## config.mk

```make
export PLATFORM = sky130hd
export DESIGN_NAME = big_digit_lcd_renderer_flat
export DESIGN_NICKNAME = d
export VERILOG_FILES = /design/src/sv/bdlr_pkg.sv /design/src/sv/bdlr_if.sv /design/src/sv/big_digit_lcd_renderer.sv /design/src/sv/bdlr_front.sv /design/src/sv/bdlr_queue.sv /design/src/sv/bdlr_back.sv /design/src/flat_wrapper.sv
export VERILOG_INCLUDE_DIRS = /design/src /design/src/sv
export SDC_FILE = /design/constraint.sdc
export NUM_CORES = 1
export LEC_CHECK = 0
export ABC_AREA = 1
export BUFFER_PORTS_ARGS = -buffer_cell sky130_fd_sc_hd__buf_4
export CORE_UTILIZATION = 25
export DETAILED_ROUTE_END_ITERATION = 6
export SYNTH_ARGS = -nofsm -noshare
export SYNTH_HDL_FRONTEND = slang
export SYNTH_SLANG_ARGS = --single-unit
```

## constraint.sdc

```tcl
create_clock -name clk_i -period 3 [get_ports clk_i]
set_input_delay 0.15 -clock clk_i [delete_from_list [all_inputs] [get_ports clk_i]]
set_output_delay 0.15 -clock clk_i [all_outputs]
set_load 0.02 [all_outputs]
```

## src/sv/big_digit_lcd_renderer_defines.svh

```systemverilog
// Assertion macros shared by the big-digit LCD renderer RTL.
`ifndef BIG_DIGIT_LCD_RENDERER_DEFINES_SVH
`define BIG_DIGIT_LCD_RENDERER_DEFINES_SVH

// Clocked assertion that is ignored while reset is asserted.
`define BDLR_ASSERT(label, prop, msg) \
  label: assert property (@(posedge clk_i) disable iff (!rst_ni) prop) else $error(msg);

// Clocked assertion that is also checked during reset.
`define BDLR_ASSERT_ALWAYS(label, prop, msg) \
  label: assert property (@(posedge clk_i) prop) else $error(msg);

`endif

```

## src/sv/bdlr_pkg.sv

```systemverilog
// Shared types, constants and tables for the big-digit LCD renderer.
package bdlr_pkg;

  localparam int unsigned VALUE_W         = 7;
  localparam int unsigned DIGIT_W         = 4;
  localparam int unsigned BYTE_W          = 8;
  localparam int unsigned DIGITS          = 6;
  localparam int unsigned CELLS_PER_DIGIT = 6;
  localparam int unsigned CELLS_PER_COLON = 3;
  localparam int unsigned FONT_DIGITS     = 10;
  localparam int unsigned PAIRS_PER_FRAME = 42;
  localparam int unsigned PAIR_W          = $clog2(PAIRS_PER_FRAME);
  localparam int unsigned CELL_W          = $clog2(CELLS_PER_DIGIT);
  localparam int unsigned QUEUE_DEPTH     = 2;

  localparam logic [VALUE_W-1:0] VALUE_MAX  = VALUE_W'(99);
  localparam logic [BYTE_W-1:0]  SPACE_CODE = 8'h20;
  localparam logic [BYTE_W-1:0]  LAST_ADDR  = 8'hE5;

  // Which group of the frame a pair belongs to.
  typedef enum logic [2:0] {
    SLOT_HOUR_TENS,
    SLOT_HOUR_ONES,
    SLOT_MIN_TENS,
    SLOT_MIN_ONES,
    SLOT_SEC_TENS,
    SLOT_SEC_ONES,
    SLOT_COLON_HM,
    SLOT_COLON_MS
  } slot_e;

  // One classified frame: blank flag and the six decimal digits.
  typedef struct packed {
    logic                            blank;
    logic [DIGITS-1:0][DIGIT_W-1:0]  digits;
  } frame_t;

  localparam logic [BYTE_W-1:0] FONT_ROM [FONT_DIGITS][CELLS_PER_DIGIT] = '{
    '{8'h00, 8'h00, 8'h01, 8'h02, 8'h03, 8'h04},
    '{8'h05, 8'h06, 8'h20, 8'h01, 8'h05, 8'h03},
    '{8'h00, 8'h00, 8'h00, 8'h04, 8'h03, 8'h00},
    '{8'h00, 8'h00, 8'h05, 8'h04, 8'h00, 8'h04},
    '{8'h06, 8'h05, 8'h03, 8'h04, 8'h20, 8'h02},
    '{8'h00, 8'h00, 8'h03, 8'h00, 8'h00, 8'h04},
    '{8'h00, 8'h00, 8'h03, 8'h00, 8'h03, 8'h04},
    '{8'h00, 8'h00, 8'h20, 8'h02, 8'h20, 8'h02},
    '{8'h00, 8'h00, 8'h03, 8'h04, 8'h03, 8'h04},
    '{8'h00, 8'h00, 8'h03, 8'h04, 8'h20, 8'h02}
  };

  localparam logic [BYTE_W-1:0] COLON_GLYPHS [CELLS_PER_COLON] = '{8'h20, 8'h07, 8'h07};

  // Cursor address of every pair, in output order.
  localparam logic [BYTE_W-1:0] PAIR_ADDR [PAIRS_PER_FRAME] = '{
    8'hC1, 8'hC2, 8'h95, 8'h96, 8'hD5, 8'hD6,
    8'hC4, 8'hC5, 8'h98, 8'h99, 8'hD8, 8'hD9,
    8'hC6, 8'h9A, 8'hDA,
    8'hC7, 8'hC8, 8'h9B, 8'h9C, 8'hDB, 8'hDC,
    8'hCA, 8'hCB, 8'h9E, 8'h9F, 8'hDE, 8'hDF,
    8'hCC, 8'hA0, 8'hE0,
    8'hCD, 8'hCE, 8'hA1, 8'hA2, 8'hE1, 8'hE2,
    8'hD0, 8'hD1, 8'hA4, 8'hA5, 8'hE4, 8'hE5
  };

  localparam slot_e PAIR_SLOT [PAIRS_PER_FRAME] = '{
    SLOT_HOUR_TENS, SLOT_HOUR_TENS, SLOT_HOUR_TENS,
    SLOT_HOUR_TENS, SLOT_HOUR_TENS, SLOT_HOUR_TENS,
    SLOT_HOUR_ONES, SLOT_HOUR_ONES, SLOT_HOUR_ONES,
    SLOT_HOUR_ONES, SLOT_HOUR_ONES, SLOT_HOUR_ONES,
    SLOT_COLON_HM,  SLOT_COLON_HM,  SLOT_COLON_HM,
    SLOT_MIN_TENS,  SLOT_MIN_TENS,  SLOT_MIN_TENS,
    SLOT_MIN_TENS,  SLOT_MIN_TENS,  SLOT_MIN_TENS,
    SLOT_MIN_ONES,  SLOT_MIN_ONES,  SLOT_MIN_ONES,
    SLOT_MIN_ONES,  SLOT_MIN_ONES,  SLOT_MIN_ONES,
    SLOT_COLON_MS,  SLOT_COLON_MS,  SLOT_COLON_MS,
    SLOT_SEC_TENS,  SLOT_SEC_TENS,  SLOT_SEC_TENS,
    SLOT_SEC_TENS,  SLOT_SEC_TENS,  SLOT_SEC_TENS,
    SLOT_SEC_ONES,  SLOT_SEC_ONES,  SLOT_SEC_ONES,
    SLOT_SEC_ONES,  SLOT_SEC_ONES,  SLOT_SEC_ONES
  };

  localparam logic [CELL_W-1:0] PAIR_CELL [PAIRS_PER_FRAME] = '{
    3'd0, 3'd1, 3'd2, 3'd3, 3'd4, 3'd5,
    3'd0, 3'd1, 3'd2, 3'd3, 3'd4, 3'd5,
    3'd0, 3'd1, 3'd2,
    3'd0, 3'd1, 3'd2, 3'd3, 3'd4, 3'd5,
    3'd0, 3'd1, 3'd2, 3'd3, 3'd4, 3'd5,
    3'd0, 3'd1, 3'd2,
    3'd0, 3'd1, 3'd2, 3'd3, 3'd4, 3'd5,
    3'd0, 3'd1, 3'd2, 3'd3, 3'd4, 3'd5
  };

endpackage

```

## src/sv/bdlr_if.sv

```systemverilog
// Valid/ready channel interfaces for frame requests and display pairs.
interface bdlr_in_if;
  logic                          valid;
  logic                          ready;
  logic                          blank_hours;
  logic [bdlr_pkg::VALUE_W-1:0]  hours;
  logic [bdlr_pkg::VALUE_W-1:0]  minutes;
  logic [bdlr_pkg::VALUE_W-1:0]  seconds;

  modport source (output valid, blank_hours, hours, minutes, seconds, input ready);
  modport sink   (input valid, blank_hours, hours, minutes, seconds, output ready);
endinterface

interface bdlr_out_if;
  logic                         valid;
  logic                         ready;
  logic [bdlr_pkg::BYTE_W-1:0]  cursor_address;
  logic [bdlr_pkg::BYTE_W-1:0]  glyph_code;
  logic                         last_write;

  modport source (output valid, cursor_address, glyph_code, last_write, input ready);
  modport sink   (input valid, cursor_address, glyph_code, last_write, output ready);
endinterface

```

## src/sv/big_digit_lcd_renderer.sv

```systemverilog
// Top level of the big-digit LCD renderer: front end, frame queue and pair sequencer.
// A frame is first written into the queue; its first pair is then loaded into the output register.
// The back-end pair counter walks the 42 pairs of a frame, one pair per cycle while the output is not stalled.
// A frame may be accepted while the previous one is still being drawn (queue of QueueDepth).
// Reset (rst_ni low, asynchronous) empties the queue and the output register; no tables
// need a fill pass.
`include "big_digit_lcd_renderer_defines.svh"

module big_digit_lcd_renderer #(
  parameter int unsigned QueueDepth = bdlr_pkg::QUEUE_DEPTH
) (
  input  logic        clk_i,
  input  logic        rst_ni,
  bdlr_in_if.sink     in_i,
  bdlr_out_if.source  out_o
);

  // The front end is purely combinational: it clamps hours, minutes and seconds to 99,
  // splits each into tens and ones digits and hands one classified frame to the queue.
  // The input is ready whenever the queue has a free entry.
  logic              push_valid, push_ready;
  bdlr_pkg::frame_t  push_frame;

  // The back end reads the head of the queue and emits the 42 pairs of that frame in
  // fixed order. The head entry is popped in the cycle that its final pair is loaded into
  // the output register, so a queued frame follows with no idle cycle in between.
  logic              pop_valid, pop_ready;
  bdlr_pkg::frame_t  pop_frame;

  bdlr_front u_front (
    .in_i         (in_i),
    .push_valid_o (push_valid),
    .push_ready_i (push_ready),
    .push_frame_o (push_frame)
  );

  bdlr_queue #(
    .Depth (QueueDepth)
  ) u_queue (
    .clk_i        (clk_i),
    .rst_ni       (rst_ni),
    .push_valid_i (push_valid),
    .push_ready_o (push_ready),
    .push_frame_i (push_frame),
    .pop_valid_o  (pop_valid),
    .pop_ready_i  (pop_ready),
    .pop_frame_o  (pop_frame)
  );

  // The output register in the back end holds a stalled pair while the queue keeps taking
  // new frames until it is full; the sink's ready still feeds the pair counter directly.
  bdlr_back u_back (
    .clk_i       (clk_i),
    .rst_ni      (rst_ni),
    .pop_valid_i (pop_valid),
    .pop_ready_o (pop_ready),
    .pop_frame_i (pop_frame),
    .out_o       (out_o)
  );

  // A full queue is never empty.
  `BDLR_ASSERT_ALWAYS(a_full_not_empty, (!push_ready |-> pop_valid), "queue full but empty")

  // A frame accepted into an empty queue shows up at the queue head in the next cycle.
  `BDLR_ASSERT(a_push_lands, (in_i.valid && in_i.ready && !pop_valid |=> pop_valid), "lost frame")

  // The closing pair of a frame always sits at the last cell of the seconds ones digit.
  `BDLR_ASSERT(a_last_addr, (out_o.valid && out_o.last_write |-> out_o.cursor_address == bdlr_pkg::LAST_ADDR), "bad last pair")

  // With nothing queued, taking the closing pair leaves the output empty.
  `BDLR_ASSERT(a_drain, (out_o.valid && out_o.ready && out_o.last_write && !pop_valid |=> !out_o.valid), "extra pair")

endmodule

```

## src/sv/bdlr_front.sv

```systemverilog
// Front end: accepts frame requests, clamps values and splits them into digits.
module bdlr_front (
  bdlr_in_if.sink             in_i,
  output logic                push_valid_o,
  input  logic                push_ready_i,
  output bdlr_pkg::frame_t    push_frame_o
);

  localparam int unsigned PROD_W = bdlr_pkg::VALUE_W + 8;
  localparam int unsigned SHIFT  = 11;

  logic [bdlr_pkg::VALUE_W-1:0] clamped [3];
  logic [bdlr_pkg::DIGIT_W-1:0] tens    [3];
  logic [bdlr_pkg::DIGIT_W-1:0] ones    [3];
  logic [PROD_W-1:0]            prod    [3];
  logic [bdlr_pkg::VALUE_W-1:0] tens_x10[3];

  assign clamped[0] = (in_i.hours   > bdlr_pkg::VALUE_MAX) ? bdlr_pkg::VALUE_MAX : in_i.hours;
  assign clamped[1] = (in_i.minutes > bdlr_pkg::VALUE_MAX) ? bdlr_pkg::VALUE_MAX : in_i.minutes;
  assign clamped[2] = (in_i.seconds > bdlr_pkg::VALUE_MAX) ? bdlr_pkg::VALUE_MAX : in_i.seconds;

  // Tens digit by reciprocal multiply: (v * 205) >> 11 is exact for v up to 99.
  always_comb begin
    for (int i = 0; i < 3; i++) begin
      prod[i]     = PROD_W'(clamped[i]) * PROD_W'(205);
      tens[i]     = bdlr_pkg::DIGIT_W'(prod[i] >> SHIFT);
      tens_x10[i] = bdlr_pkg::VALUE_W'({tens[i], 3'b000}) + bdlr_pkg::VALUE_W'({tens[i], 1'b0});
      ones[i]     = bdlr_pkg::DIGIT_W'(clamped[i] - tens_x10[i]);
    end
  end

  always_comb begin
    push_frame_o.blank     = in_i.blank_hours;
    push_frame_o.digits[0] = tens[0];
    push_frame_o.digits[1] = ones[0];
    push_frame_o.digits[2] = tens[1];
    push_frame_o.digits[3] = ones[1];
    push_frame_o.digits[4] = tens[2];
    push_frame_o.digits[5] = ones[2];
  end

  assign push_valid_o = in_i.valid;
  assign in_i.ready   = push_ready_i;

endmodule

```

## src/sv/bdlr_queue.sv

```systemverilog
// Short register queue of classified frames between front and back end.
module bdlr_queue #(
  parameter int unsigned Depth = bdlr_pkg::QUEUE_DEPTH
) (
  input  logic              clk_i,
  input  logic              rst_ni,
  input  logic              push_valid_i,
  output logic              push_ready_o,
  input  bdlr_pkg::frame_t  push_frame_i,
  output logic              pop_valid_o,
  input  logic              pop_ready_i,
  output bdlr_pkg::frame_t  pop_frame_o
);

  localparam int unsigned PTR_W = (Depth > 1) ? $clog2(Depth) : 1;
  localparam int unsigned CNT_W = $clog2(Depth + 1);

  bdlr_pkg::frame_t  entries_q [Depth];
  logic [PTR_W-1:0]  wr_ptr_q, wr_ptr_d;
  logic [PTR_W-1:0]  rd_ptr_q, rd_ptr_d;
  logic [CNT_W-1:0]  count_q, count_d;
  logic              push, pop;

  assign push_ready_o = (count_q != CNT_W'(Depth));
  assign pop_valid_o  = (count_q != '0);
  assign push         = push_valid_i && push_ready_o;
  assign pop          = pop_valid_o && pop_ready_i;
  assign pop_frame_o  = entries_q[rd_ptr_q];

  always_comb begin
    wr_ptr_d = wr_ptr_q;
    rd_ptr_d = rd_ptr_q;
    count_d  = count_q;
    if (push) begin
      wr_ptr_d = (wr_ptr_q == PTR_W'(Depth - 1)) ? '0 : wr_ptr_q + 1'b1;
    end
    if (pop) begin
      rd_ptr_d = (rd_ptr_q == PTR_W'(Depth - 1)) ? '0 : rd_ptr_q + 1'b1;
    end
    if (push && !pop) begin
      count_d = count_q + 1'b1;
    end else if (pop && !push) begin
      count_d = count_q - 1'b1;
    end
  end

  always_ff @(posedge clk_i or negedge rst_ni) begin
    if (!rst_ni) begin
      wr_ptr_q <= '0;
      rd_ptr_q <= '0;
      count_q  <= '0;
    end else begin
      wr_ptr_q <= wr_ptr_d;
      rd_ptr_q <= rd_ptr_d;
      count_q  <= count_d;
    end
  end

  always_ff @(posedge clk_i) begin
    if (push) begin
      entries_q[wr_ptr_q] <= push_frame_i;
    end
  end

endmodule

```

## src/sv/bdlr_back.sv

```systemverilog
// Back end: walks the 42 pairs of a frame and drives the registered output.
module bdlr_back (
  input  logic              clk_i,
  input  logic              rst_ni,
  input  logic              pop_valid_i,
  output logic              pop_ready_o,
  input  bdlr_pkg::frame_t  pop_frame_i,
  bdlr_out_if.source        out_o
);

  logic [bdlr_pkg::PAIR_W-1:0]  idx_q, idx_d;
  logic                         valid_q, valid_d;
  logic [bdlr_pkg::BYTE_W-1:0]  addr_q, glyph_q;
  logic                         last_q;

  bdlr_pkg::slot_e              slot;
  logic [bdlr_pkg::CELL_W-1:0]  cell_idx;
  logic [bdlr_pkg::DIGIT_W-1:0] digit;
  logic [bdlr_pkg::BYTE_W-1:0]  glyph;
  logic                         is_last;
  logic                         advance;

  assign slot     = bdlr_pkg::PAIR_SLOT[idx_q];
  assign cell_idx = bdlr_pkg::PAIR_CELL[idx_q];
  assign is_last  = (idx_q == bdlr_pkg::PAIR_W'(bdlr_pkg::PAIRS_PER_FRAME - 1));
  assign advance  = pop_valid_i && (!valid_q || out_o.ready);

  // The queue entry is released once its final pair moves into the output register.
  assign pop_ready_o = advance && is_last;

  always_comb begin
    digit = '0;
    glyph = '0;
    unique case (slot)
      bdlr_pkg::SLOT_HOUR_TENS: digit = pop_frame_i.digits[0];
      bdlr_pkg::SLOT_HOUR_ONES: digit = pop_frame_i.digits[1];
      bdlr_pkg::SLOT_MIN_TENS:  digit = pop_frame_i.digits[2];
      bdlr_pkg::SLOT_MIN_ONES:  digit = pop_frame_i.digits[3];
      bdlr_pkg::SLOT_SEC_TENS:  digit = pop_frame_i.digits[4];
      bdlr_pkg::SLOT_SEC_ONES:  digit = pop_frame_i.digits[5];
      bdlr_pkg::SLOT_COLON_HM,
      bdlr_pkg::SLOT_COLON_MS:  digit = '0;
      default:                  digit = '0;
    endcase

    if (slot == bdlr_pkg::SLOT_COLON_HM || slot == bdlr_pkg::SLOT_COLON_MS) begin
      glyph = bdlr_pkg::COLON_GLYPHS[cell_idx[1:0]];
    end else begin
      glyph = bdlr_pkg::FONT_ROM[digit][cell_idx];
    end

    // Stopwatch view hides the hour digits and the first colon.
    if (pop_frame_i.blank && (slot == bdlr_pkg::SLOT_HOUR_TENS ||
        slot == bdlr_pkg::SLOT_HOUR_ONES || slot == bdlr_pkg::SLOT_COLON_HM)) begin
      glyph = bdlr_pkg::SPACE_CODE;
    end
  end

  always_comb begin
    idx_d   = idx_q;
    valid_d = valid_q;
    if (advance) begin
      idx_d   = is_last ? '0 : idx_q + 1'b1;
      valid_d = 1'b1;
    end else if (out_o.ready) begin
      valid_d = 1'b0;
    end
  end

  always_ff @(posedge clk_i or negedge rst_ni) begin
    if (!rst_ni) begin
      idx_q   <= '0;
      valid_q <= 1'b0;
    end else begin
      idx_q   <= idx_d;
      valid_q <= valid_d;
    end
  end

  always_ff @(posedge clk_i) begin
    if (advance) begin
      addr_q  <= bdlr_pkg::PAIR_ADDR[idx_q];
      glyph_q <= glyph;
      last_q  <= is_last;
    end
  end

  assign out_o.valid          = valid_q;
  assign out_o.cursor_address = addr_q;
  assign out_o.glyph_code     = glyph_q;
  assign out_o.last_write     = last_q;

endmodule

```

## src/flat_wrapper.sv

```systemverilog
// flat-port wrapper written by rule: the top's interface ports become plain ports
module big_digit_lcd_renderer_flat 
#(
  parameter int unsigned QueueDepth = bdlr_pkg::QUEUE_DEPTH
)
  (clk_i, rst_ni, in_i_valid, in_i_blank_hours, in_i_hours, in_i_minutes, in_i_seconds, in_i_ready, out_o_valid, out_o_cursor_address, out_o_glyph_code, out_o_last_write, out_o_ready);
  bdlr_in_if in_i_i ();
  bdlr_out_if out_o_i ();
  input  logic clk_i;
  input  logic rst_ni;
  input wire logic [$bits(in_i_i.valid)-1:0] in_i_valid;
  input wire logic [$bits(in_i_i.blank_hours)-1:0] in_i_blank_hours;
  input wire logic [$bits(in_i_i.hours)-1:0] in_i_hours;
  input wire logic [$bits(in_i_i.minutes)-1:0] in_i_minutes;
  input wire logic [$bits(in_i_i.seconds)-1:0] in_i_seconds;
  output wire logic [$bits(in_i_i.ready)-1:0] in_i_ready;
  output wire logic [$bits(out_o_i.valid)-1:0] out_o_valid;
  output wire logic [$bits(out_o_i.cursor_address)-1:0] out_o_cursor_address;
  output wire logic [$bits(out_o_i.glyph_code)-1:0] out_o_glyph_code;
  output wire logic [$bits(out_o_i.last_write)-1:0] out_o_last_write;
  input wire logic [$bits(out_o_i.ready)-1:0] out_o_ready;
  assign in_i_i.valid = in_i_valid;
  assign in_i_i.blank_hours = in_i_blank_hours;
  assign in_i_i.hours = in_i_hours;
  assign in_i_i.minutes = in_i_minutes;
  assign in_i_i.seconds = in_i_seconds;
  assign in_i_ready = in_i_i.ready;
  assign out_o_valid = out_o_i.valid;
  assign out_o_cursor_address = out_o_i.cursor_address;
  assign out_o_glyph_code = out_o_i.glyph_code;
  assign out_o_last_write = out_o_i.last_write;
  assign out_o_i.ready = out_o_ready;
  big_digit_lcd_renderer #(.QueueDepth(QueueDepth)) u_core (.clk_i(clk_i), .rst_ni(rst_ni), .in_i(in_i_i), .out_o(out_o_i));
endmodule
```

==> summary.txt <==
Placed design
  – Placed insts: 1351
  – Pre-CTS setup slack: -1330 ps
  – Dpl hpwl: 12.6 mm
  – Placement Cell Area: 9090 um^2
  – Gpl congestion: approximately 0.86
  – IO Port Bufs: 39

Status
  – Status: finished with violations
  – Failing checks: setup timing

Clocking
  – Clock tree from TritonCTS: yes
  – H-tree levels: 3
  – Clock slew at reported path FFs: roughly 60 ps
  – Worst skew pair latency: 340 ps
  – CTS Buf Count: 9
  – Root Buffer: clkbuf_16
  – CTS Buffer Depth: 2
  – CTS sink cnt: 73

STA
  – # setup viols final: 42
  – Slew Limit Fails: 0
  – Final setup skew: 3.80 ps
  – Final Hold Violating Endpoints: 0
  – Setup TNS Final: -17430 ps
  – Max-slew headroom: 0.623
  – F_max: 0.256 GHz
  – Tcrit/Tclk final: 1.30
  – RSZ-0062 raised after global routing: true
  – Worst-Margin Slew: between 500 and 600 ps
  – Min cycle time layout: between 3000 and 4000 ps
  – Setup ws final: -907 ps

Global route
  – First-pass GRT wire length: between 20 and 30 mm
  – Number of global-route vias before repair: roughly 6100
  – Tot GR Track Use: 0.116
  – Largest net degree at the start of global routing: 27
  – Gr ovfl total: 0
  – Initial antenna violation count: 0

Die
  – Die span in x: around 170 um
  – Cell Rows: between 60 and 70
  – Die area: ~29000 um^2
  – I/O pins: 45
  – Chip height: roughly 170 um
  – Starting Density: 0.255
  – Core Area: between 20000 and 30000 um^2

Synth
  – Async S/R FF share, synth: 0.151
  – Yosys top cell by area: edfxtp_1
  – Mapped Area: about 7100 um^2
  – Post-synthesis cell count: 819
  – Ranking of synthesized cells by area: edfxtp_1 26%, ha_1 22%, nand2_1 7.6%
  – Leading cell type by number of instances after synthesis: nand2_1
  – Synth warnings: 0
  – Commonest register cell after synthesis: edfxtp_1
  – Syn_area_per_cell: between 8 and 9 um^2
  – #FFs+latches synth: 73
  – Distinct cells, synth: 48
  – Synth top area share: 0.262
  – Sequential area share after synthesis: 0.301
  – EDFF count, synth: 62
  – Commonest cells in the synthesized netlist: 144 x nand2_1, 138 x inv_1, 123 x ha_1

Power
  – Max rail drop VDD: 707 uV
  – Tot Pwr: roughly 11 mW
  – P per Cell Area: between 1000 and 1500 nW/um^2
  – Lkg Pwr: ~4.9 nW

Final layout
  – # fillers: between 2000 and 3000
  – Layout cells sized above 1: 0.413
  – Post-Layout Cell Count: ~1400
  – Fin nets: 1191
  – Diodes inserted: 0
  – Fin area: 10600 um^2
  – Layout area overhead: 48.7%

Worst setup path
  – Critical Path Sink Type: flip-flop
  – Critical path arrival: ~4000 ps
  – Worst-path fanout max: 3
  – CP Launch Type: input port
  – Crit Path Class: input port to flip-flop
  – Critical Path RT: 3170 ps

Detailed routing
  – Via density: roughly 4.3
  – DRC Markers: 0
  – Antenna-violating nets left: 0
  – DRT iter0 DRCs: approximately 240
  – Detailed Routing Iterations Pass 1: 5
  – Routed WL: about 16 mm
  – Wire length per cell: about 12 um
  – Vias: about 6000

Hold path
  – Min-Delay Path Class: input port to asynchronous set/reset pin

Run
  – Max-cap viol count: 0
==> stage by stage <==
stage / hold slack, ps / utilization
3_5_place_dp: -4.57 / 0.326
6_report: 181 / 0.379
5_1_grt: 206 / 0.379
3_3_place_gp: -6.75 / 0.326
4_1_cts: 178 / 0.360
2_1_floorplan: -146 / -
==> per-layer routing <==
layer / global-route usage / up-vias / part of all wire
li1: - / 3086 / -
met1: 0.137 / 2841 / 0.43
met2: 0.215 / 85 / 0.53
met3: 0.0150 / 24 / 0.028
met4: 0.0329 / 0 / 0.016
met5: 0 / - / 0
==> layout by cell type, fill, tap and decap left out, types with 5 or more instances in the layout <==
master,n
o21ai_2,6
nand3_2,8
inv_4,13
conb_1,5
nand2_2,14
nor2_4,13
nand2_1,124
o21ai_0,22
ha_1,83
nand4_1,9
nand2_4,10
mux2i_1,9
clkbuf_16,9
o21ai_1,8
edfxtp_1,62
nor3_1,5
ha_4,38
nor2_1,43
a21oi_2,5
inv_2,36
dfrtp_1,8
xor2_1,16
nand3_4,5
buf_4,171
buf_6,26
nor2_2,12
a21oi_4,9
buf_8,7
inv_1,99
fa_1,20
nand3_1,33
a21oi_1,25
==> registers in the layout, indices dropped and copies added, names as in the netlist <==
| name | count |
|---|---|
| u_core.u_back.idx_q | 6 |
| u_core.u_back.out_o.cursor_address | 7 |
| u_core.u_back.out_o.glyph_code | 4 |
| u_core.u_back.out_o.last_write | 1 |
| u_core.u_back.out_o.valid | 1 |
| u_core.u_queue.count_q | 2 |
| u_core.u_queue.entries_q | 50 |
| u_core.u_queue.rd_ptr_q | 1 |
| u_core.u_queue.wr_ptr_q | 1 |
==> report_power, final <==
group          switching [mW]  total, mW  internal [mW]
Clock                   0.410       1.14          0.730
Combinational            4.59       8.23           3.64
Sequential              0.180       1.97           1.79
Total                    5.18       11.3           6.16
==> path summary, 6_finish.rpt <==
check | start | endpoint | slack [ps] | cells after the start
setup / recovery | in_i_minutes[3] | u_core.u_queue.entries_q[1][15]$_DFFE_PP_ | -910 | 25
hold / removal | rst_ni | u_core.u_queue.wr_ptr_q$_DFFE_PN0P_ | 180 | 2
setup reg to reg | u_core.u_back.idx_q[1]$_DFFE_PN0P_ | u_core.u_back.out_o.glyph_code[2]$_SDFFCE_PP0P_ | 200 | 22
hold reg to reg | u_core.u_queue.count_q[1]$_DFFE_PN0P_ | u_core.u_queue.count_q[1]$_DFFE_PN0P_ | 500 | 1
max in group asynchronous | rst_ni | u_core.u_back.idx_q[1]$_DFFE_PN0P_ | 2660 | 2
min in group clk_i | in_i_minutes[0] | u_core.u_queue.entries_q[0][12]$_DFFE_PP_ | 230 | 4
==> timing repair <==
action,CTS,global route
setup endpoints to repair,42,46
pin swaps,60,53
endpoints found under the hold margin,14,0
setup buffers,32,21
hold buffers,3,0
gates resized for setup,100,95
==> cells by family after synthesis <==
| kind of cell | count (synthesis) | share of synthesized area |
|---|---|---|
| AOI/OAI and AO/OA | 102 | 0.0811 |
| xor gates and xnor gates | 31 | 0.0382 |
| adders and majority gates | 147 | 0.284 |
| buffers and inverters | 170 | 0.0956 |
| DFF | 73 | 0.301 |
| muxes | 9 | 0.0127 |
| other | 2 | 0.00106 |
| and+or+nand+nor | 285 | 0.187 |
==> critical path, cell delays in order <==
cell and delay [ps]:
buf_8 100, nor2_4 110, nand2_2 60, nand2_2 70
inv_4 50, nor2_4 140, ha_4 150, inv_2 40
fa_1 530, inv_1 40, ha_1 280, inv_2 40
fa_1 540, inv_2 50, ha_4 150, a21oi_2 100
nor2_1 50, a211oi_2 160, o21ai_2 80, a21o_1 180
xor2_1 150, ha_1 310, a21oi_2 150, xor2_1 180
xor2_1 210
==> layout make-up <==
type                            count  area [um^2]  share of cell area
Timing Repair Buffer              207         1710               0.162
Inverter                          148          588              0.0556
Multi-Input combinational cell    579         5340               0.505
Clock inverter                      6         90.1             0.00852
Tap cell                          378          473              0.0447
Sequential cell                    73         2140               0.203
Clock buffer                       10          229              0.0217
(Power assumes the default switching activity.)
